File: src/rtl/kli_store.sv
// keyframe store: one write port, two registered read ports
// no package dependencies
`timescale 1ns / 1ps

module kli_store #(
  parameter int DEPTH = 16,
  parameter int WIDTH = 160
) (
  input  logic                     clk,
  input  logic                     we,
  input  logic [$clog2(DEPTH)-1:0] waddr,
  input  logic [WIDTH-1:0]         wdata,
  input  logic                     re,
  input  logic [$clog2(DEPTH)-1:0] raddr_a,
  input  logic [$clog2(DEPTH)-1:0] raddr_b,
  output logic [WIDTH-1:0]         rdata_a,
  output logic [WIDTH-1:0]         rdata_b
);

  logic [WIDTH-1:0] mem [DEPTH];

  always_ff @(posedge clk) begin
    if (we) begin
      mem[waddr] <= wdata;
    end
  end

  always_ff @(posedge clk) begin
    if (re) begin
      rdata_a <= mem[raddr_a];
      rdata_b <= mem[raddr_b];
    end
  end

endmodule

File: config.mk
export PLATFORM = sky130hd
export DESIGN_NAME = kli_store
export DESIGN_NICKNAME = d
export VERILOG_FILES = /design/src/rtl/kli_store.sv
export SDC_FILE = /design/constraint.sdc
export NUM_CORES = 2
export LEC_CHECK = 0
export BUFFER_PORTS_ARGS = -buffer_cell sky130_fd_sc_hd__buf_4
export CORE_ASPECT_RATIO = 0.6
export CORE_MARGIN = 2
export CORE_UTILIZATION = 56
export CTS_CLUSTER_SIZE = 40
export DETAILED_ROUTE_END_ITERATION = 7
export PLACE_DENSITY = 0.87
export SLEW_MARGIN = 20
export SYNTH_ARGS = -nofsm -noshare
export SYNTH_HDL_FRONTEND = slang
export SYNTH_SLANG_ARGS = --single-unit
File: constraint.sdc
create_clock -name clk -period 13.15 [get_ports clk]
set_input_delay 1.9725 -clock clk [delete_from_list [all_inputs] [get_ports clk]]
set_output_delay 1.9725 -clock clk [all_outputs]
set_load 0.005 [all_outputs]
### Word level (Yosys, flattened, before mapping)

Memory sizes are Yosys's and may differ from the RTL's. A register that Yosys moved wholly into a read port is not among the register bits.
Index checks and enable logic that the tools add are counted.

* bits in read-only memories: 0
* memories: 1
* RAM bits: 2560
* output and inout port bits: 320
* bits in latches: 0
* word-level logic and storage cells: 3
* register bits after elaboration: 0

Memories
* mem: depth 16, width 160, read ports 2, clocked after Yosys merged registers in 2, write ports 1, line 20 `logic [WIDTH-1:0] mem [DEPTH];`

* bitwise logic cells: 0
* order comparisons: 0
* div/mod/pow operators: 0
* equal/unequal tests: 0
* shifts and indexed selects: 0
* muxes and demuxes: 2
* add/sub/neg operators: 0
* $mul: 0
* reductions and logical operators: 0

Operators by type and width (count)
* $mux 1: 2

### Depth between registers and ports, before layout

* word-level depth: 2
* depth in mapped cells: 8
* gate-level depth less buffers: 4

### Worst setup path after synthesis

Ideal clock, no wire load.

* kind: input to register
* start: in waddr[2]
* end: mem mem[0][0] (enable)
* stages on the path: 2
* data required time: 12272 ps
* path slack: -999 ps
* arrival time: 13271 ps
* path buffers: 0
* path through: or3b_2 nor3_1

RTL lines
* start: declaration: line 11 `input logic [$clog2(DEPTH)-1:0] waddr,`
* end: declaration: line 20

No word-level cell before the write port.

==> flow_summary_export.csv <==
group,metric,value,unit
hold_path,hold_class,"reg2reg",
cts,ctsResizeCount,0,
route,first_iter_violations,10600,
global_routing,grt_pass1_vias,68300,
pwr,finalPower,19.5,mW
global_routing,grt_max_degree,130,
hold_path,hold_end,"rdata_a[105]",
route,ant_nets,0,
global_routing,grt_overflow,0,
cells_and_area,area_delta_synth_final,11.9,%
synth,synth_fp_nets,5411,
cells_and_area,layout_commonest_cell,"edfxtp_1",
cts,cts_made_buffers,249,
synth,synth_seq_cells,2880,
die,floorplan.rows,134,
die,io_pins,495,
cells_and_area,final_cell_mix,"2880 x edfxtp_1, 1472 x mux4_2, 579 x buf_4",
timing,worst_pin_slew,1.15,ns
global_routing,grt_antenna_before_repair,41,
cts,postCtsSetupRepairBufs,0,
route,dr_total_vias,65900,
cts,cts_root_buffer,"clkbuf_16",
timing,finClkSkew,0.0426,ns
timing,fin_tns_setup,0,ns
route,drc_errors,0,
global_routing,grt_usage,29.9,%
timing,finalSetupViolations,0,
die,dieArea,227000,µm²
route,wirelength,341000,µm
placed_design,place_congestion,0.787,
worst_setup_path,crit_arrival,5.53,ns
worst_setup_path,rrSetupSlack,11.28,ns
timing,hold_viol_final,0,
cts,insertion_delay,0.90,ns
worst_setup_path,path_max_fanout,66,
run_status,status,"finished clean",
placed_design,dp_cells,8443,
die,initial_utilization,56.3,%
pwr,irDropWorstVdd,118,µV
run,cap_violations,0,
cts,tritoncts,"done",
timing,fin_crit_sh,37.6,%
placed_design,io_buffers,494,
hold_path,min_path_cells,3,
die,chipHeight,370,µm
timing,period_minus_slack,4.95,ns
worst_setup_path,required,13.73,ns
pwr,p_leak,44.0,nW
route,dr.pass1.iters,6,
cts,postCtsHoldBufs,0,
timing,grt_setup_unrepaired,"false",
synth,synth.distinct_cells,20,
die,core,222000,µm²
cells_and_area,nets,5877,
synth,postSynthCellCount,5236,
worst_setup_path,cp-end-kind,"flip-flop",
timing,slew_violations,0,
synth,ys_seq_area_share,69.1,%
pwr,powerDensity,139,nW/µm²
global_routing,grt_pass1_wl,491000,µm
timing,slew-limit-headroom,22.9,%
cts,h-tree-depth,4,
synth,syn-cell-area,125000,µm²
hold_path,hold_path_startpoint,"mem[6][105]",
cells_and_area,drive_gt1_share,41.4,%
cts,clock_sinks,2880,
cts,clockBufferDepth,4,
synth,syn_area_per_cell,23.9,µm²
placed_design,hpwl,175000,µm
synth,yosysWarnings,0,
route,avgRoutedWirePerCell,38.3,µm
cts,clkTransAtPathRegs,0.07,ns
die,die_w,614,µm
timing,clock.fmax,202,MHz
worst_setup_path,crit_type,"in2reg",
worst_setup_path,start_kind,"input pin",
cells_and_area,fin_cells,8917,
worst_setup_path,r2r_end,"rdata_b[67]",
worst_setup_path,rr_startpoint,"mem[0][67]",
route,vias_per_cell,7.39,
worst_setup_path,reg2reg_depth,4,
==> registers in the layout, indices dropped and copies added (netlist names) <==
register,flops
mem,2560
rdata_a,160
rdata_b,160
==> synth_stat cells <==
cell      instances  share of area (%)
edfxtp_1       2880                 69
mux4_2         1472                 26
clkbuf_1        177               0.53
buf_2           153               0.61
mux2i_1         152                1.2
a21oi_1         104               0.42
a211oi_1         80               0.48
nor2b_1          80               0.40
buf_4            36               0.22
o22ai_1          24               0.12
o32ai_1          24               0.17
buf_1            17              0.051
nor2_1           12              0.036
buf_6            11              0.099
nand2b_1          4              0.020
nor3_1            4              0.016
nand2_1           2             0.0060
nand3b_1          2              0.012
nand3_1           1             0.0040
or3b_2            1             0.0070
==> worst max path at each step <==
stage	startpoint	endpoint	slack [ns]	cells past startpoint
after detailed placement	raddr_b[0]	rdata_b[131]	7.20	7
after floorplan	waddr[2]	mem[1][0]	3.32	2
final	raddr_a[0]	rdata_a[109]	8.20	5
after global routing	raddr_b[0]	rdata_b[131]	7.86	7
after global placement	raddr_b[0]	rdata_b[123]	7.21	7
after CTS	raddr_b[0]	rdata_b[152]	8.16	5
==> logic make-up after synthesis <==
family,Yosys count,share of synthesized area [%]
DFF,2880,69.1
muxes,1624,27.7
buffers and inverters,394,1.51
AOI/OAI and AO/OA,232,1.18
and+or+nand+nor,106,0.501
==> worst max-delay path, cell delays in order <==
cell	delay (ns)
buf_8	0.58
buf_4	0.77
buf_4	0.83
mux4_2	0.67
mux4_2	0.53
==> stage by stage <==
stage | hold WS [ns] | setup WS, ns | utilization [%] | instance area [µm²]
detailed placement | 0.836 | 7.20 | 59.4 | 132000
floorplan | 0.795 | 3.32 | - | 125000
global placement | 0.821 | 7.21 | 59.4 | 132000
global route | 0.853 | 7.86 | 63.0 | 140000
finish | 0.834 | 8.20 | 63.0 | 140000
CTS | 0.834 | 8.16 | 63.0 | 140000
==> layout make-up <==
class	count	area, µm²
fillers	13900	82300
well taps	2992	3740
repair buffers	609	4900
clock inverters	152	1470
flip-flops and latches	2880	86500
multi-input cells	1962	36900
diodes	29	72.6
clock buffers	293	6460
==> metal layers <==
metal / up-vias / share of wire, % / global-route usage (%)
met5: - / 0.052 / 0
met4: 28 / 4.1 / 11.5
met3: 850 / 13 / 7.04
met2: 5694 / 49 / 48.0
met1: 34800 / 34 / 40.6
li1: 24500 / - / -
==> where the power goes <==
group          internal [mW]  leakage, nW  switching, mW
clock                   4.03         3.88           3.35
sequential              10.4         26.3          0.147
combinational          0.749         13.9          0.801
No activity file was read; power rests on OpenSTA's default activity.
