File: src/rtl/kli_pkg.sv
// shared types and constants of the keyframe linear interpolator
// no dependencies; used by the interfaces and by every rtl module but kli_store
`timescale 1ns / 1ps

package kli_pkg;

  localparam int CMD_W  = 2;
  localparam int DUR_W  = 16;
  localparam int FRAC_W = 16;
  localparam int IDX_W  = 4;
  localparam int NCOMP  = 9;
  localparam int STEP_W = $clog2(FRAC_W);

  typedef enum logic [CMD_W-1:0] {
    CMD_TICK   = 2'd0,
    CMD_APPEND = 2'd1,
    CMD_CLEAR  = 2'd2
  } cmd_t;

  typedef enum logic [2:0] {
    S_IDLE,
    S_LOAD,
    S_DIV,
    S_MUL,
    S_DONE
  } state_t;

  typedef struct packed {
    logic load;
    logic step;
    logic t_bit;
  } lane_ctl_t;

  typedef struct packed {
    logic busy;
    logic done;
  } div_stat_t;

endpackage

File: src/rtl/kli_lerp_lane.sv
// one interpolation lane: a + floor((b - a) * t / 2^16), t taken lsb first
// depends on kli_pkg for the lane control struct
`timescale 1ns / 1ps

module kli_lerp_lane #(
  parameter int CW = 16
) (
  input  logic                      clk,
  input  kli_pkg::lane_ctl_t        ctl,
  input  logic signed [CW-1:0]      a,
  input  logic signed [CW-1:0]      b,
  output logic signed [CW-1:0]      r
);

  logic signed [CW:0]   d;
  logic signed [CW+1:0] acc;
  logic signed [CW+1:0] acc_sum;

  assign acc_sum = acc + (ctl.t_bit ? {d[CW], d} : '0);

  always_ff @(posedge clk) begin
    if (ctl.load) begin
      d   <= {b[CW-1], b} - {a[CW-1], a};
      acc <= '0;
    end else if (ctl.step) begin
      acc <= acc_sum >>> 1;
    end
  end

  // the result lies between a and b, so the low bits carry it exactly
  assign r = a + acc[CW-1:0];

endmodule

File: config.mk
export PLATFORM = sky130hd
export DESIGN_NAME = kli_lerp_lane
export DESIGN_NICKNAME = d
export VERILOG_FILES = /design/src/rtl/kli_pkg.sv /design/src/rtl/kli_lerp_lane.sv
export SDC_FILE = /design/constraint.sdc
export NUM_CORES = 1
export LEC_CHECK = 0
export ABC_AREA = 1
export BUFFER_PORTS_ARGS = -buffer_cell sky130_fd_sc_hd__buf_2
export CORE_MARGIN = 10
export CORE_UTILIZATION = 59
export DETAILED_ROUTE_END_ITERATION = 6
export PLACE_DENSITY = 0.81
export SLEW_MARGIN = 20
export SYNTH_ARGS = -nofsm -noshare
export SYNTH_HDL_FRONTEND = slang
export SYNTH_SLANG_ARGS = --single-unit
File: constraint.sdc
create_clock -name clk -period 2.7 [get_ports clk]
set_clock_uncertainty 0.15 [all_clocks]
set_input_delay 0.405 -clock clk [delete_from_list [all_inputs] [get_ports clk]]
set_output_delay 0.405 -clock clk [all_outputs]
set_load 0.01 [all_outputs]
# Word-level counts from Yosys, hierarchy flattened
# Index checks and enable logic that the tools add are counted.
# word_totals
ff_bits,34
input_bits,36
output_inout_bits,16
wordCells,6
# classes
add_sub_neg,3
n_mux,1
# ops
op,count
18-bit adder,1
18-bit 2-to-1 mux,1
16-bit by 16-bit subtractor with 17-bit output,1
16-bit adder,1

# Logic depth before layout (Yosys ltp)
# Gate-level depths: netlist of run 1.
# logic_depth
ltp_word,2
depth_mapped,16
mapped_depth_nobuf,15

# Worst setup path after synthesis of run 1
# No wires, ideal clock.
# synth_timing
path_type,input to register
start,input ctl[0] (netlist bit)
end,register acc[14]
setup_time_ns,0.109
t_arrival_ns,1.955
t_required_ns,2.441
path_slack_ns,0.486
cell_stages,15
n_path_buf,2
cell_sequence,buf_4 -> clkbuf_1 -> nand2_1 -> inv_1 -> ha_1 -> nand2_1 -> inv_1 -> a21oi_1 -> nor2_1 -> nor2_1 -> nand2_1 -> nand2_1 -> nand3_1 -> nand2_1 -> inv_1
# synth_between
elab_chain_len,2
# synth_rtl
element,line_no,rtl
"start, declared",kli_lerp_lane.sv:9,"input kli_pkg::lane_ctl_t ctl,"
18-bit 2-to-1 mux,kli_lerp_lane.sv:19,"assign acc_sum = acc + (ctl.t_bit ? {d[CW], d} : '0);"
18-bit adder,kli_lerp_lane.sv:19,
"end signal, assigned",kli_lerp_lane.sv:26,acc <= acc_sum >>> 1;
"end, declared",kli_lerp_lane.sv:16,logic signed [CW+1:0] acc;
# No other way between the ends.
# A chain may end at the register's enable or synchronous reset.

# Worst setup path in the final report of run 1
# layout_timing
start,register acc[0]
end,output r[14]
# layout_between
elab_chain_len,1
# layout_rtl
element,line_no,rtl
16-bit adder,kli_lerp_lane.sv:31,assign r = a + acc[CW-1:0];
"end, declared",kli_lerp_lane.sv:12,output logic signed [CW-1:0] r
# No other way between the ends.

==> results of run 1 <==
[cell families after synthesis]
family                   count (synthesis)  synth area share
AND/OR/NAND/NOR                        277             0.296
buffers and inverters                  111             0.109
AO/OA/AOI/OAI                           94             0.144
adder cells (fa/ha/maj)                 50             0.168
flip-flops                              34             0.220
XOR/XNOR                                28            0.0634
[critical path, cell delays in order (launching register included)]
cell	delay [ps]
dfxtp_1	360
ha_2	220
fa_2	380
nand3_1	100
nand3_1	140
nand2_1	90
inv_1	50
o21ai_0	140
nand2_1	60
buf_2	140
[what timing repair did]
action	4_1_cts	5_1_grt
buffers inserted	0	1
gates resized for setup	0	11
setup endpoints to repair	0	6
hold buffers	0	0
[placed cells by master, fill, tap and decap left out, types with 15 or more instances in the layout]
cell      count
nand2_1     164
inv_1       103
nor2_1       57
buf_2        51
a21oi_1      43
ha_1         42
nand3_1      35
o21ai_0      21
xor2_1       21
edfxtp_1     17
dfxtp_1      15
[metrics by stage]
| stage | std cells | power [uW] | worst slack [ps] | instance area, sq um |
|---|---|---|---|---|
| floorplan | 594 | 1340 | 486 | 3870 |
| global placement | 717 | 1600 | 191 | 4200 |
| detailed placement | 717 | 1620 | 190 | 4200 |
| CTS | 725 | 2010 | 38.4 | 4290 |
| global route | 726 | 2200 | 12.3 | 4340 |
| finish | 726 | 2030 | 170 | 4340 |
[routing by layer]
layer	GRT usage	part of all wire	wire length [um]	vias up
met2	0.348	0.48	4820	116
li1	-	-	-	2019
met3	0.0213	0.044	438	13
met5	0	0	0	-
met4	0.0600	0.014	139	0
met1	0.253	0.46	4590	1732
[sequential cells by signal, summed over array words and instances (netlist names)]
signal / flops
d: 17
acc: 17
[final cells by class]
type,count,area [sq um]
Fill cell,557,2010
Sequential cell,34,853
Tap cell,77,96.3
Timing Repair Buffer,53,270
Multi-Input combinational cell,449,2640
Inverter,105,394
Clock buffer,8,90.1
[power by group]
part           internal (uW)  total (uW)  switching (uW)
clock network            208         393             185
logic                    374         969             596
registers                624         671            46.6
[final timing paths]
| check | start | endpoint | slack, ps |
|---|---|---|---|
| worst max-delay path | acc[0]$_SDFFE_PP0P_ | r[14] | 170 |
| worst min register to register | acc[7]$_SDFFE_PP0P_ | acc[7]$_SDFFE_PP0P_ | 390 |
| worst min-delay path | acc[7]$_SDFFE_PP0P_ | acc[7]$_SDFFE_PP0P_ | 390 |
| worst max register to register | acc[1]$_SDFFE_PP0P_ | acc[11]$_SDFFE_PP0P_ | 570 |
==> results.txt, run 1 <==
post-synth top area share: 0.159
Routed WL per cell: 13.8 um
htree depth: 2
Pleak: 0.00252 uW
minimum clock period: 2530 ps
worst reg-to-reg path cell count: 10
Clock Sinks: 34
fin util: 0.684
Primary FF master, synth: edfxtp_1
Peak VDD IR: 0.000410 V
Yosys reg bits: 34
I/O Pins: 52
die area: 10,200 sq um
Root Buffer: clkbuf_8
max_cap viols: 0
via count: 3,880
Max-slew headroom: 0.542
Hold Path Cell Cnt: 2
post-detailed-route count of antenna-violating nets: 0
Crit path arrival time: 1970 ps
critical path class: register to output port
clock transition at the registers of the reported paths: 70 ps
Critical Path End Type: output port
CP Data Required Time: 2140 ps
Die H: 101 um
Pins Over Slew Limit: 0
initial antenna violation count: 0
antenna diode count: 0
All-Layer GR Usage: 0.201
Yosys top cell by area: nand2_1
Final Hold Fails: 0
leading cell type by number of instances after synthesis: nand2_1
Synthesized Nets: 680
layout cells sized above 1: 0.128
CORE AREA: 6350 sq um
latest clock arrival within the worst-skew pair: 280 ps
nets@finish: 734
Detailed Place HPWL: 8250 um
Power Dens Cells: 468 nW/um^2
starting density of the core: 0.609
Hold Crit Class: register to register
DR vias/cell: 5.34
Port Buffers: 51
fin crit share: 0.937
Layout area overhead: 12.3%
Async SR Flop Fraction: 0
critical-path maximum fanout: 4
die outline width: 101 um
drt initial violations: 255
drt pass-1 iters: 5
CTS tree: done
top post-synthesis cells by count: nand2_1 (164), inv_1 (103), nor2_1 (57)
Post-Syn Area: 3870 sq um
status: complete, no violations
fmax: 0.395 GHz
Fin Setup TNS: 0 ps
GRT overflow: 0
vias in the first global route: 3,863
std cell rows: 29
Worst setup SP type: register
pin count of the biggest net entering global routing: 33
gpl congestion: 0.931
maximum root-to-sink buffer count: 2
post-synthesis sequential area ratio: 0.220
WL final: 9990 um
final setup vio count: 0
EDFF count, synth: 17
Synthesis Warnings: 0
Synth Instances: 594
post-synth cell types: 37
top cells by area, synth: nand2_1 (16%), ha_1 (15%), edfxtp_1 (13%)
final hold slack: 393 ps
CTS Buf Count: 5
DRC viols: 0
slew of the pin with the lowest slew margin: 688 ps
first-pass GRT wire length: 17,000 um
syn_area_per_cell: 6.51 sq um
unrepaired setup endpoints after global routing: false
Note: power is estimated with default switching activity, not from simulation.
==> run 2, diff against run 1 <==
--- a/config.mk
+++ b/config.mk
@@ -11,6 +11,7 @@
 export CORE_UTILIZATION = 59
 export DETAILED_ROUTE_END_ITERATION = 6
 export PLACE_DENSITY = 0.81
+export RECOVER_POWER = 25
 export SLEW_MARGIN = 20
 export SYNTH_ARGS = -nofsm -noshare
 export SYNTH_HDL_FRONTEND = slang
==> run 2 against run 1 <==
The flow now finishes with violations (max-capacitance violations, max-slew violations). Non-clock buffer count is the same. Worst setup slack is essentially flat. Register-to-register slack is essentially flat. Clock power is essentially flat. First-iteration DRC count is the same. Design area is essentially flat. Core utilization is essentially flat. Global-route usage is the same. Combinational power is essentially flat. Largest cell class unchanged.
==> results.txt, run 2 (same netlist as run 1, synthesis figures left out) <==
slew of the pin with the lowest slew margin: 1640 ps
die outline width: 101 um
violated checks: max-capacitance violations, max-slew violations
final setup vio count: 0
Hold Crit Class: register to register
fmax: 0.395 GHz
max_cap viols: 1
sequential cell area: 853 sq um
Pins Over Slew Limit: 33
layout cells sized above 1: 0.126
std cell rows: 29
minimum clock period: 2530 ps
final-layout fill cell count: 558
CORE AREA: 6350 sq um
GRT overflow: 0
All-Layer GR Usage: 0.201
starting density of the core: 0.609
via count: 3,876
fin crit share: 0.937
Fin Setup TNS: 0 ps
clock transition at the registers of the reported paths: 70 ps
CTS Buf Count: 5
htree depth: 2
drt initial violations: 255
WL final: 9990 um
first-pass GRT wire length: 17,000 um
Port Buffers: 51
Power Dens Cells: 469 nW/um^2
critical-path maximum fanout: 4
maximum root-to-sink buffer count: 2
Layout area overhead: 12.2%
Peak VDD IR: 0.000410 V
I/O Pins: 52
drt pass-1 iters: 5
Pleak: 0.00252 uW
initial antenna violation count: 0
post-detailed-route count of antenna-violating nets: 0
die area: 10,200 sq um
status: finished, violations left
nets@finish: 734
pin count of the biggest net entering global routing: 33
latest clock arrival within the worst-skew pair: 280 ps
Hold Buf Count CTS: 0
Clock Sinks: 34
Crit path arrival time: 1970 ps
Top Registers: acc x17, d x17
CTS tree: done
R2R Setup Slk: 570 ps
antenna diode count: 0
Final Hold Fails: 0
Root Buffer: clkbuf_8
vias in the first global route: 3,863
unrepaired setup endpoints after global routing: false
crit path cell chain: ha_2 > fa_2 > nand3_1 > nand3_1 > nand2_1 > inv_1 > o21ai_0 > nand2_1 > buf_2
Max-slew headroom: -0.0957
slowest stage delay, CP: 380 ps
Critical Path End Type: output port
Slowest-stage cell, CP: fa_2
footprint of the multi-input gates: 2640 sq um
Routed WL per cell: 13.8 um
Worst setup SP type: register
critical path class: register to output port
DRC viols: 0
Die H: 101 um
CP Data Required Time: 2140 ps
Detailed Place HPWL: 8250 um
fin util: 0.684
commonest non-fill, non-tap cells in the layout: nand2_1 (164), inv_1 (103), nor2_1 (57)
gpl congestion: 0.931
commonest non-fill, non-tap cell in the layout: nand2_1
DR vias/cell: 5.34
## run 2: timing repair
action | CTS | global route
buffers inserted | 0 | 1
setup endpoints to repair | 0 | 6
gates resized for setup | 0 | 11
## run 2: power breakdown
| group | internal (uW) | switching, uW |
|---|---|---|
| sequential | 625 | 46.6 |
| combinational | 374 | 596 |
| clock | 208 | 185 |
| total | 1210 | 827 |
## run 2: path summary, 6_finish.rpt
| kind | end | start | cells after the start |
|---|---|---|---|
| max reg2reg | acc[11]$_SDFFE_PP0P_ | acc[1]$_SDFFE_PP0P_ | 10 |
| max | r[14] | acc[0]$_SDFFE_PP0P_ | 9 |
| min reg2reg | acc[7]$_SDFFE_PP0P_ | acc[7]$_SDFFE_PP0P_ | 2 |
| min | acc[7]$_SDFFE_PP0P_ | acc[7]$_SDFFE_PP0P_ | 2 |
## run 2: layout make-up
cell class / instances / share of cell area
repair buffers: 53 / 0.0620
flip-flops and latches: 34 / 0.197
inverters: 105 / 0.0908
well taps: 77 / 0.0222
clock buffers: 8 / 0.0208
multi-input cells: 449 / 0.608
## run 2: through the flow
| step | hold slack, ps | std cells | cell area [sq um] | worst slack, ps | power [uW] |
|---|---|---|---|---|---|
| after global routing | 422 | 726 | 4340 | 12.3 | 2200 |
| after floorplan | 331 | 594 | 3870 | 486 | 1340 |
| after CTS | 396 | 725 | 4290 | 38.4 | 2010 |
| final | 393 | 726 | 4340 | 170 | 2030 |
| after global placement | 360 | 717 | 4200 | 191 | 1600 |
| after detailed placement | 374 | 717 | 4200 | 190 | 1620 |
## run 2: routing by layer
layer  vias to the layer above  routed length [um]  global-route usage
met5                         -                   0                   0
met4                         0                 139              0.0600
met3                        13                 437              0.0213
met2                       116                4820               0.348
met1                      1728                4590               0.253
li1                       2019                   -                   -
## run 2: critical path, delay by kind of cell (launching register included)
| family | cells | cell delay [ps] |
|---|---|---|
| flops | 1 | 360 |
| simple gates | 4 | 390 |
| fa+ha+maj | 2 | 600 |
| compound gates | 1 | 140 |
| buf+inv | 2 | 190 |
