## src/rtl/kli_pkg.sv

```systemverilog
// shared types and constants of the keyframe linear interpolator
// no dependencies; used by the interfaces and by every rtl module but kli_store
`timescale 1ns / 1ps

package kli_pkg;

  localparam int CMD_W  = 2;
  localparam int DUR_W  = 16;
  localparam int FRAC_W = 16;
  localparam int IDX_W  = 4;
  localparam int NCOMP  = 9;
  localparam int STEP_W = $clog2(FRAC_W);

  typedef enum logic [CMD_W-1:0] {
    CMD_TICK   = 2'd0,
    CMD_APPEND = 2'd1,
    CMD_CLEAR  = 2'd2
  } cmd_t;

  typedef enum logic [2:0] {
    S_IDLE,
    S_LOAD,
    S_DIV,
    S_MUL,
    S_DONE
  } state_t;

  typedef struct packed {
    logic load;
    logic step;
    logic t_bit;
  } lane_ctl_t;

  typedef struct packed {
    logic busy;
    logic done;
  } div_stat_t;

endpackage

```

## src/rtl/kli_divider.sv

```systemverilog
// bit-serial restoring divider forming the 16-bit frame fraction
// depends on kli_pkg for widths and the status struct
`timescale 1ns / 1ps

module kli_divider (
  input  logic                       clk,
  input  logic                       rst,
  input  logic                       start,
  input  logic [kli_pkg::DUR_W-1:0]  num,
  input  logic [kli_pkg::DUR_W-1:0]  den,
  output logic [kli_pkg::FRAC_W-1:0] quo,
  output kli_pkg::div_stat_t         stat
);

  logic [kli_pkg::DUR_W-1:0]  rem;
  logic [kli_pkg::DUR_W-1:0]  den_r;
  logic [kli_pkg::FRAC_W-1:0] q;
  logic                       zero_r;
  logic                       sat_r;
  logic [kli_pkg::STEP_W-1:0] cnt;
  logic                       busy;
  logic                       done;
  logic [kli_pkg::DUR_W:0]    rem2;
  logic [kli_pkg::DUR_W:0]    diff;
  logic                       ge;

  assign rem2 = {rem, 1'b0};
  assign diff = rem2 - {1'b0, den_r};
  assign ge   = rem2 >= {1'b0, den_r};

  always_ff @(posedge clk) begin
    if (rst) begin
      busy <= 1'b0;
      done <= 1'b0;
      cnt  <= '0;
    end else begin
      done <= 1'b0;
      if (start) begin
        busy <= 1'b1;
        cnt  <= '0;
      end else if (busy) begin
        cnt <= cnt + 1'b1;
        if (cnt == kli_pkg::STEP_W'(kli_pkg::FRAC_W - 1)) begin
          busy <= 1'b0;
          done <= 1'b1;
        end
      end
    end
  end

  always_ff @(posedge clk) begin
    if (start) begin
      rem    <= num;
      den_r  <= den;
      zero_r <= (den == '0);
      sat_r  <= (num >= den);
      q      <= '0;
    end else if (busy) begin
      rem <= ge ? diff[kli_pkg::DUR_W-1:0] : rem2[kli_pkg::DUR_W-1:0];
      q   <= {q[kli_pkg::FRAC_W-2:0], ge};
    end
  end

  // zero duration gives 0, a count at or past the duration saturates
  assign quo = zero_r ? '0 : (sat_r ? '1 : q);

  assign stat.busy = busy;
  assign stat.done = done;

endmodule

```

## config.mk

```make
export PLATFORM = sky130hd
export DESIGN_NAME = kli_divider
export DESIGN_NICKNAME = d
export VERILOG_FILES = /design/src/rtl/kli_pkg.sv /design/src/rtl/kli_divider.sv
export SDC_FILE = /design/constraint.sdc
export NUM_CORES = 1
export LEC_CHECK = 0
export BUFFER_PORTS_ARGS = -buffer_cell sky130_fd_sc_hd__buf_2
export CAP_MARGIN = 40
export CORE_ASPECT_RATIO = 0.6
export CORE_UTILIZATION = 30
export CTS_CLUSTER_DIAMETER = 30
export CTS_CLUSTER_SIZE = 20
export DETAILED_ROUTE_END_ITERATION = 12
export SYNTH_ARGS = -nofsm -noshare
export SYNTH_HDL_FRONTEND = slang
export SYNTH_SLANG_ARGS = --single-unit
```

## constraint.sdc

```tcl
create_clock -name clk -period 6.19 [get_ports clk]
set_input_delay 1.238 -clock clk [delete_from_list [all_inputs] [get_ports clk]]
set_output_delay 1.238 -clock clk [all_outputs]
set_load 0.1 [all_outputs]
```

Word-level counts from Yosys, hierarchy flattened. Cells that the tools add are included. W data, S select, Z words.

Output and inout bits: 18. Flip-flop bits (word level): 56. Logic and storage cells: 27.

Equal/unequal tests: 1. Add/subtract/negate cells: 2. Reduce and logical (&&, ||, !) cells: 4. Multiplexer cells: 9. $lt $le $gt $ge: 2. Bitwise logic cells: 1.

Operators by type and width (count): $mux W16 (5); $ge A17 B16 Y1 (1); $ge A16 B16 Y1 (1); $logic_not A16 Y1 (1); $sub A16 B16 Y16 (1); $add A4 B1 Y4 const B (1); $eq A4 B4 Y1 const B (1); $mux W1 (4); $reduce_or A3 Y1 (1); $reduce_bool A2 Y1 (1); $reduce_or A2 Y1 (1); $not A1 Y1 (1).

Longest topological paths before layout. Gate-level depths: netlist of run 1.

Depth in word-level cells: 4. Depth in mapped cells: 11. Depth with buffers taken out: 9.

Worst setup path after synthesis of run 1. Ideal clock, no wire load.

Kind: register to output. Start point: register sat_r. End point: output port quo[10] (netlist bit). Buffers on the path: 2. Setup slack: 2.841 ns. Data required time: 4.952 ns. Arrival: 2.111 ns. Cell stages (with the launch flop): 5. Cell sequence: edfxtp_1 > clkbuf_1 > clkbuf_1 > nor2_1 > nor2_1.

Word-level cells in the longest chain between the ends: 2.

Ends and longest elaborated chain: start, declared (line kli_divider.sv:19) `logic sat_r;`; start signal, assigned (line kli_divider.sv:56) `sat_r <= (num >= den);`; $mux W16 (2 in series) (line kli_divider.sv:65) `assign quo = zero_r ? '0 : (sat_r ? '1 : q);`; end, declared (line kli_divider.sv:11) `output logic [kli_pkg::FRAC_W-1:0] quo,`.

No other way between the ends.

Worst setup path in the final report of run 1.
Start point: register rem[5] (netlist bit). End point: register rem[1] (netlist bit) (data pin).

Word-level cells in the longest chain between the ends: 4.

Ends and longest elaborated chain: start, declared (line kli_divider.sv:15) `logic [kli_pkg::DUR_W-1:0] rem;`; start signal, assigned (line kli_divider.sv:53) `rem <= num;`; start signal, assigned (line kli_divider.sv:59) `rem <= ge ? diff[kli_pkg::DUR_W-1:0] : rem2[kli_pkg::DUR_W-1:0];`; $ge A17 B16 Y1 (line kli_divider.sv:29) `assign ge = rem2 >= {1'b0, den_r};`; $mux W16 (line kli_divider.sv:59); $mux W16 (line kli_divider.sv:58) `end else if (busy) begin`; $mux W16 (line kli_divider.sv:52) `if (start) begin`.

No other way between the ends. The select of a mux whose other input is x is not followed. A chain may end at the register's enable or synchronous reset.

==> results of run 1 <==
-- through the flow --
step	hold slack [ns]	instance area [um2]	instances	power [mW]
finish	0.4962	4252	609	1.623
global route	0.5345	4252	609	1.733
floorplan	0.4392	3724	403	1.168
CTS	0.4925	4252	609	1.619
detailed placement	0.4861	4106	601	1.333
global placement	0.4645	4106	601	1.321
-- worst reg2reg max path: stages, from the launching register on --
cell	delay, ns
edfxtp_1	0.39
ha_1	0.39
a21o_1	0.21
a211oi_1	0.39
nor3_1	0.15
nor3_2	0.29
or2_0	0.61
mux2i_1	0.16
mux2_2	0.28
-- final cells by class --
type,instances,area (um2),area share
Sequential cell,56,1461,0.3437
Inverter,36,135.1,0.03178
Clock inverter,2,16.27,0.003826
Tap cell,165,206.4,0.04856
Timing Repair Buffer,54,275.3,0.06474
Multi-Input combinational cell,290,2028,0.4770
Clock buffer,6,128.9,0.03031
-- logic make-up after synthesis --
logic type	after synthesis
and+or+nand+nor	148
AOI/OAI and AO/OA	74
buffers and inverters	57
DFF	56
adders and majority gates	34
muxes	23
xor gates and xnor gates	11
-- flip-flops by register name, summed over array words and instances (netlist names) --
| name | count |
|---|---|
| den_r | 16 |
| sat_r | 1 |
| rem | 16 |
| zero_r | 1 |
| cnt | 4 |
| q | 16 |
| busy | 1 |
| done | 1 |
-- report_power, final --
part | total (mW) | internal, mW | switching (mW)
Combinational | 0.832 | 0.313 | 0.519
Sequential | 0.510 | 0.474 | 0.0361
Clock | 0.281 | 0.151 | 0.130
-- cells in the final DEF (no fill, tap or decap), types with 7 or more instances in the layout --
cell type / instances
dfxtp_1: 22
ha_1: 33
nand2_1: 19
a221o_1: 8
nor2_1: 72
nor3_1: 7
o21ai_0: 15
buf_2: 52
nor3b_1: 9
nor2b_1: 7
mux2i_1: 18
a21oi_1: 12
edfxtp_1: 34
inv_1: 36
a21o_1: 10
-- routing by layer --
layer	track usage	wire, um	up-vias
li1	-	-	1513
met1	0.2102	4730	1426
met2	0.2197	3682	82
met3	0.02320	367	8
met4	0.03158	78	0
met5	0	0	-
-- final timing paths --
path | start | end | slack [ns] | cells past startpoint
min reg2reg | cnt[3] | done | 0.50 | 2
max | rem[5] | rem[1] | 3.08 | 8
max reg2reg | rem[5] | rem[1] | 3.08 | 8
min | cnt[3] | done | 0.50 | 2
==> summary.txt, run 1 <==
CTS
  • Max clock buf depth: 2
  • Insertion delay to the later sink of the worst-skew pair: 0.29 ns
  • CTS resizes: 0
  • CTS sink cnt: 56
  • CTS root buf: clkbuf_16
  • Clk pin slew, worst setup/hold paths: 0.07 ns
  • Hold buffers post-CTS: 0
  • # Post-CTS Setup Buffers: 0
  • CTS tree: built
  • CTS H-tree depth: 2
  • Num CTS Buffers: 5

Synthesis
  • Top cells by count, synth: nor2_1, inv_1, edfxtp_1
  • Ys async rst share: 0
  • Synth Area in XOR/XNOR: 0.02587
  • Synthesized area per cell: 9.240 um2
  • Simple-gate area share of the yosys netlist: 0.1956
  • Synth top area cells: edfxtp_1, dfxtp_1, ha_1
  • Multiplexer share of the synthesized area: 0.06351
  • Complex-gate fraction of the synthesized area: 0.1435
  • Count of warnings emitted by yosys: 0
  • Net count after synthesis: 472
  • Seq cells post-synth: 56
  • Post-synth top area cell: edfxtp_1
  • Largest family of logic cells by synthesized area: simple AND/OR/NAND/NOR gates
  • EDFF count, synth: 34
  • Seq/Total Area, Yosys: 0.3925
  • Post-Syn Area: 3724 um2
  • Synth Area in Adders: 0.1163
  • Count leader, synth: nor2_1
  • Post-synth top area share: 0.2742
  • Cells after Synth: 403
  • Synth cell types: 59
  • Ys flop type: edfxtp_1

STA
  • Max Freq: 0.3218 GHz
  • Measured slew at the worst slew-check pin: 0.8626 ns
  • Fin crit share: 0.5020
  • Rel. slew slack: 0.4249
  • Setup TNS: 0 ns
  • Setup WS post-layout: 3.083 ns
  • Worst Skew: 0.006858 ns
  • Fin crit period: 3.107 ns
  • Final Hold Fails: 0
  • Fin. max-slew vios: 0
  • Final setup fails: 0
  • RSZ-0062 raised after global routing: false

Floorplanning
  • Top-Level Pins: 53
  • Row cnt: 31
  • Core area: 12060 um2
  • Die Area: 12880 um2
  • Die Span X: 145.8 um
  • Starting Density: 0.3087
  • Die height: 88.30 um

Layout
  • Nets: 512
  • Fin util: 0.3525
  • Layout cells sized above 1: 0.1734
  • Area growth, synth to finish: 14.18%
  • Number of diodes: 0
  • Fillcell total: 1228

Worst setup path
  • Kind of critical path: register to register
  • CP max-delay cell: or2_0
  • Worst path required time: 6.24 ns
  • CP max FO: 8
  • CP arrival: 3.15 ns
  • Startpoint types: register
  • Worst path max stage delay: 0.61 ns
  • Crit path max-delay family: simple AND/OR/NAND/NOR gates
  • Worst path bufs/invs: 0
  • Critical path cell sequence: ha_1, a21o_1, a211oi_1, nor3_1, nor3_2, or2_0, mux2i_1, mux2_2
  • Crit. End Element: register

Route
  • Detail Route Antenna Nets: 0
  • Drt total wl: 8858 um
  • Vias per cell: 4.974
  • Total iterations of the first detailed-routing run: 9
  • # DRC: 2
  • Initial DRC Count: 227
  • Wire length per cell: 14.55 um
  • Vias after detailed routing: 3029

Place
  • RePlAce Congestion: 0.8223
  • Final HPWL DP: 6791 um
  • Number of buffers added on ports: 52
  • Post-place setup slack: 2.972 ns

Power and ir drop
  • Worst vdd ir: 0.1491 mV
  • Leakage power: 1.876 nW
  • Pwr dens: 381.7 nW/um2

Hold path
  • Worst hold path type: register to register

Global route
  • Largest net degree at the start of global routing: 46
  • Antenna violations before repair: 0
  • GR Util All Layers: 0.1429
  • Total gr overflow: 0
  • First-pass GRT wire length: 14510 um
  • Vias in the first global route: 2869

Job
  • Max-Cap Viols: 0

Run status
  • Status: complete, but fails checks
  • Failing checks: DRC
No activity file was read; power rests on OpenSTA's default activity.
==> run 2, diff against run 1 <==
- clock period: 6.19 -> 3.2 ns (I/O delays scaled with it)
==> run 2 against run 1 <==
  * The run now ends clean
  * Die area unchanged
  * Non-clock buffer count increased by 2
  * Sequential share of layout area down 0.28 points
  * Register-to-register slack worse by 2.9 ns
  * Critical path type unchanged
  * Highest routed layer unchanged
  * Sequential power grew 93%
  * Count of clock-buffer cells in the layout unchanged
  * Core utilization up 0.29 points
  * Routed wire length up 2.3%
  * Largest power group unchanged
  * Flip-flop and latch count is the same
  * Setup slack worse by 2.9 ns
==> summary.txt, run 2 (same netlist as run 1, synthesis figures left out) <==
Run status
  • Status: complete, no violations

Floorplanning
  • Die Area: 12880 um2 (unchanged)
  • Starting Density: 0.3087 (unchanged)
  • Row cnt: 31 (unchanged)
  • Top-Level Pins: 53 (unchanged)
  • Die height: 88.30 um (unchanged)
  • Core area: 12060 um2 (unchanged)
  • Die Span X: 145.8 um (unchanged)

Worst setup path
  • CP max FO: 18 (+10)
  • CP max-delay cell: ha_1
  • CP startpoint: rem[7]
  • Reg2reg start: rem[7]
  • Worst path bufs/invs: 0 (unchanged)
  • Reg-to-reg endpoint: rem[6]
  • Critical path cell sequence: ha_1, nand2_1, or3_4, o2111ai_1, nand2_1, nor2_4, mux2_2, mux2_2
  • Worst Setup EP: rem[6]
  • Reg2reg path depth: 8 (unchanged)
  • Crit path max-delay family: simple AND/OR/NAND/NOR gates
  • Startpoint types: register
  • Crit. End Element: register
  • Flop2flop setup slack: 0.22 ns (-2.86 ns)
  • CP arrival: 3.04 ns (-0.11 ns)
  • Critical Path Stages: 8 (unchanged)
  • Kind of critical path: register to register
  • Worst path max stage delay: 0.47 ns (-0.14 ns)
  • Worst path required time: 3.26 ns (-2.98 ns)

Power and ir drop
  • Sw frac: 0.4202 (-0.002274)
  • Worst vdd ir: 0.2626 mV (+76%)
  • Clock network power share: 0.180 (+0.007)
  • Seq pwr share: 0.307 (-0.007)
  • Pwr dens: 746.9 nW/um2 (+96%)
  • Total power: 3.202 mW (+97%)
  • P_sw: 1.345 mW (+96%)
  • Leakage power: 1.902 nW (+1.4%)
  • P_int: 1.856 mW (+98%)
  • Gate power share: 0.513 (about the same)

STA
  • Setup TNS: 0 ns (unchanged)
  • Fin crit period: 2.981 ns (-0.1263 ns)
  • Worst Skew: 0.006333 ns (-0.0005259 ns)
  • Final Hold Fails: 0 (unchanged)
  • Final setup fails: 0 (unchanged)
  • Measured slew at the worst slew-check pin: 0.8306 ns (-0.03203 ns)
  • Max Freq: 0.3355 GHz (+4.2%)
  • Fin crit share: 0.9315 (+0.4295)
  • Hold_ws: 0.4812 ns (-0.01498 ns)
  • Rel. slew slack: 0.4463 (+0.02135)
  • RSZ-0062 raised after global routing: false
  • Fin. max-slew vios: 0 (unchanged)

Route
  • Total iterations of the first detailed-routing run: 5 (-4)
  • Vias after detailed routing: 3072 (+1.4%)
  • Vias per cell: 5.028 (+1.1%)
  • # DRC: 0 (-2)
  • Initial DRC Count: 219 (-3.5%)
  • Detail Route Antenna Nets: 0 (unchanged)
  • Wire length per cell: 14.83 um (+2.0%)
  • Drt total wl: 9061 um (+2.3%)

Hold path
  • WHS Path Cells: 2 (unchanged)
  • Worst hold path type: register to register

Global route
  • First-pass GRT wire length: 14180 um (-2.3%)
  • GR Util All Layers: 0.1426 (-0.0002952)
  • Largest net degree at the start of global routing: 45 (-2.2%)
  • Antenna violations before repair: 0 (unchanged)
  • Total gr overflow: 0 (unchanged)
  • Vias in the first global route: 2723 (-5.1%)

CTS
  • Clk pin slew, worst setup/hold paths: 0.08 ns (about the same)
  • CTS sink cnt: 56 (unchanged)
  • CTS tree: built
  • Insertion delay to the later sink of the worst-skew pair: 0.30 ns (about the same)
  • Num CTS Buffers: 5 (unchanged)
  • Hold buffers post-CTS: 0 (unchanged)
  • CTS H-tree depth: 2 (unchanged)
  • CTS root buf: clkbuf_16
  • Max clock buf depth: 2 (unchanged)

Job
  • Max-Cap Viols: 0 (unchanged)

Place
  • Final HPWL DP: 6900 um (+1.6%)
  • Number of buffers added on ports: 52 (unchanged)
  • RePlAce Congestion: 0.9464 (+15%)
  • Cells after DPL: 603 (+0.33%)

Layout
  • Nets: 514 (+0.39%)
  • Commonest non-fill, non-tap cell in the layout: nor2_1
  • Layout cells sized above 1: 0.1794 (+0.005949)
  • Most frequent cells in the layout: nor2_1, buf_2, inv_1
  • Area growth, synth to finish: 15.12%
  • Number of diodes: 0 (unchanged)
  • Layout Cells excl Fill: 611 (+0.33%)
  • Biggest regs: den_r: 16 flops, q: 16 flops, rem: 16 flops
==> run 2: final cells by class <==
| type | count | area [um2] |
|---|---|---|
| fill | 1223 | 7776 |
| multi-input combinational | 290 | 2028 |
| sequential | 56 | 1461 |
| timing repair buffer | 56 | 302.8 |
| tap | 165 | 206.4 |
| clock buffer | 6 | 138.9 |
| inverter | 36 | 135.1 |
| clock inverter | 2 | 13.76 |
==> run 2: power groups by stage <==
stage	logic, mW	registers [mW]	clock network, mW
6_report	1.64	0.983	0.578
5_1_grt	1.81	0.995	0.624
4_1_cts	1.62	0.982	0.595
3_5_place_dp	1.61	0.997	0
3_3_place_gp	1.58	0.993	0
2_1_floorplan	1.29	0.967	0
==> run 2: per-stage QoR <==
step	util	worst slack [ns]	cell area, um2
2_1_floorplan	-	0.4491	3724
3_3_place_gp	0.3427	0.2749	4134
3_5_place_dp	0.3427	0.1986	4134
4_1_cts	0.3554	0.1663	4287
5_1_grt	0.3554	0.03170	4287
6_report	0.3554	0.2192	4287
==> run 2: what timing repair did <==
| action | CTS | global route |
|---|---|---|
| setup endpoints to repair | 0 | 4 |
| hold endpoints to repair | 0 | 0 |
| gates resized for setup | 0 | 1 |
| buffers inserted | 0 | 0 |
==> run 2: worst register-to-register path: stages (launching register included) <==
cell       delay, ns
edfxtp_1        0.40
ha_1            0.47
nand2_1         0.09
or3_4           0.41
o2111ai_1       0.22
nand2_1         0.13
nor2_4          0.37
mux2_2          0.40
mux2_2          0.26
==> run 2: per-layer routing <==
metal | share of wire | GRT usage | vias up
met4 | 0.0057 | 0.02967 | 0
li1 | - | - | 1520
met2 | 0.43 | 0.2197 | 81
met3 | 0.053 | 0.02371 | 6
met1 | 0.52 | 0.2097 | 1465
met5 | 0 | 0 | -
==> run 2: how the worst min path moves through the flow <==
stage | from | endpoint | slack [ns]
floorplan | cnt[3] | done | 0.44
global placement | cnt[3] | done | 0.46
detailed placement | cnt[3] | done | 0.47
CTS | cnt[3] | done | 0.48
global route | cnt[3] | done | 0.50
finish | cnt[3] | done | 0.48
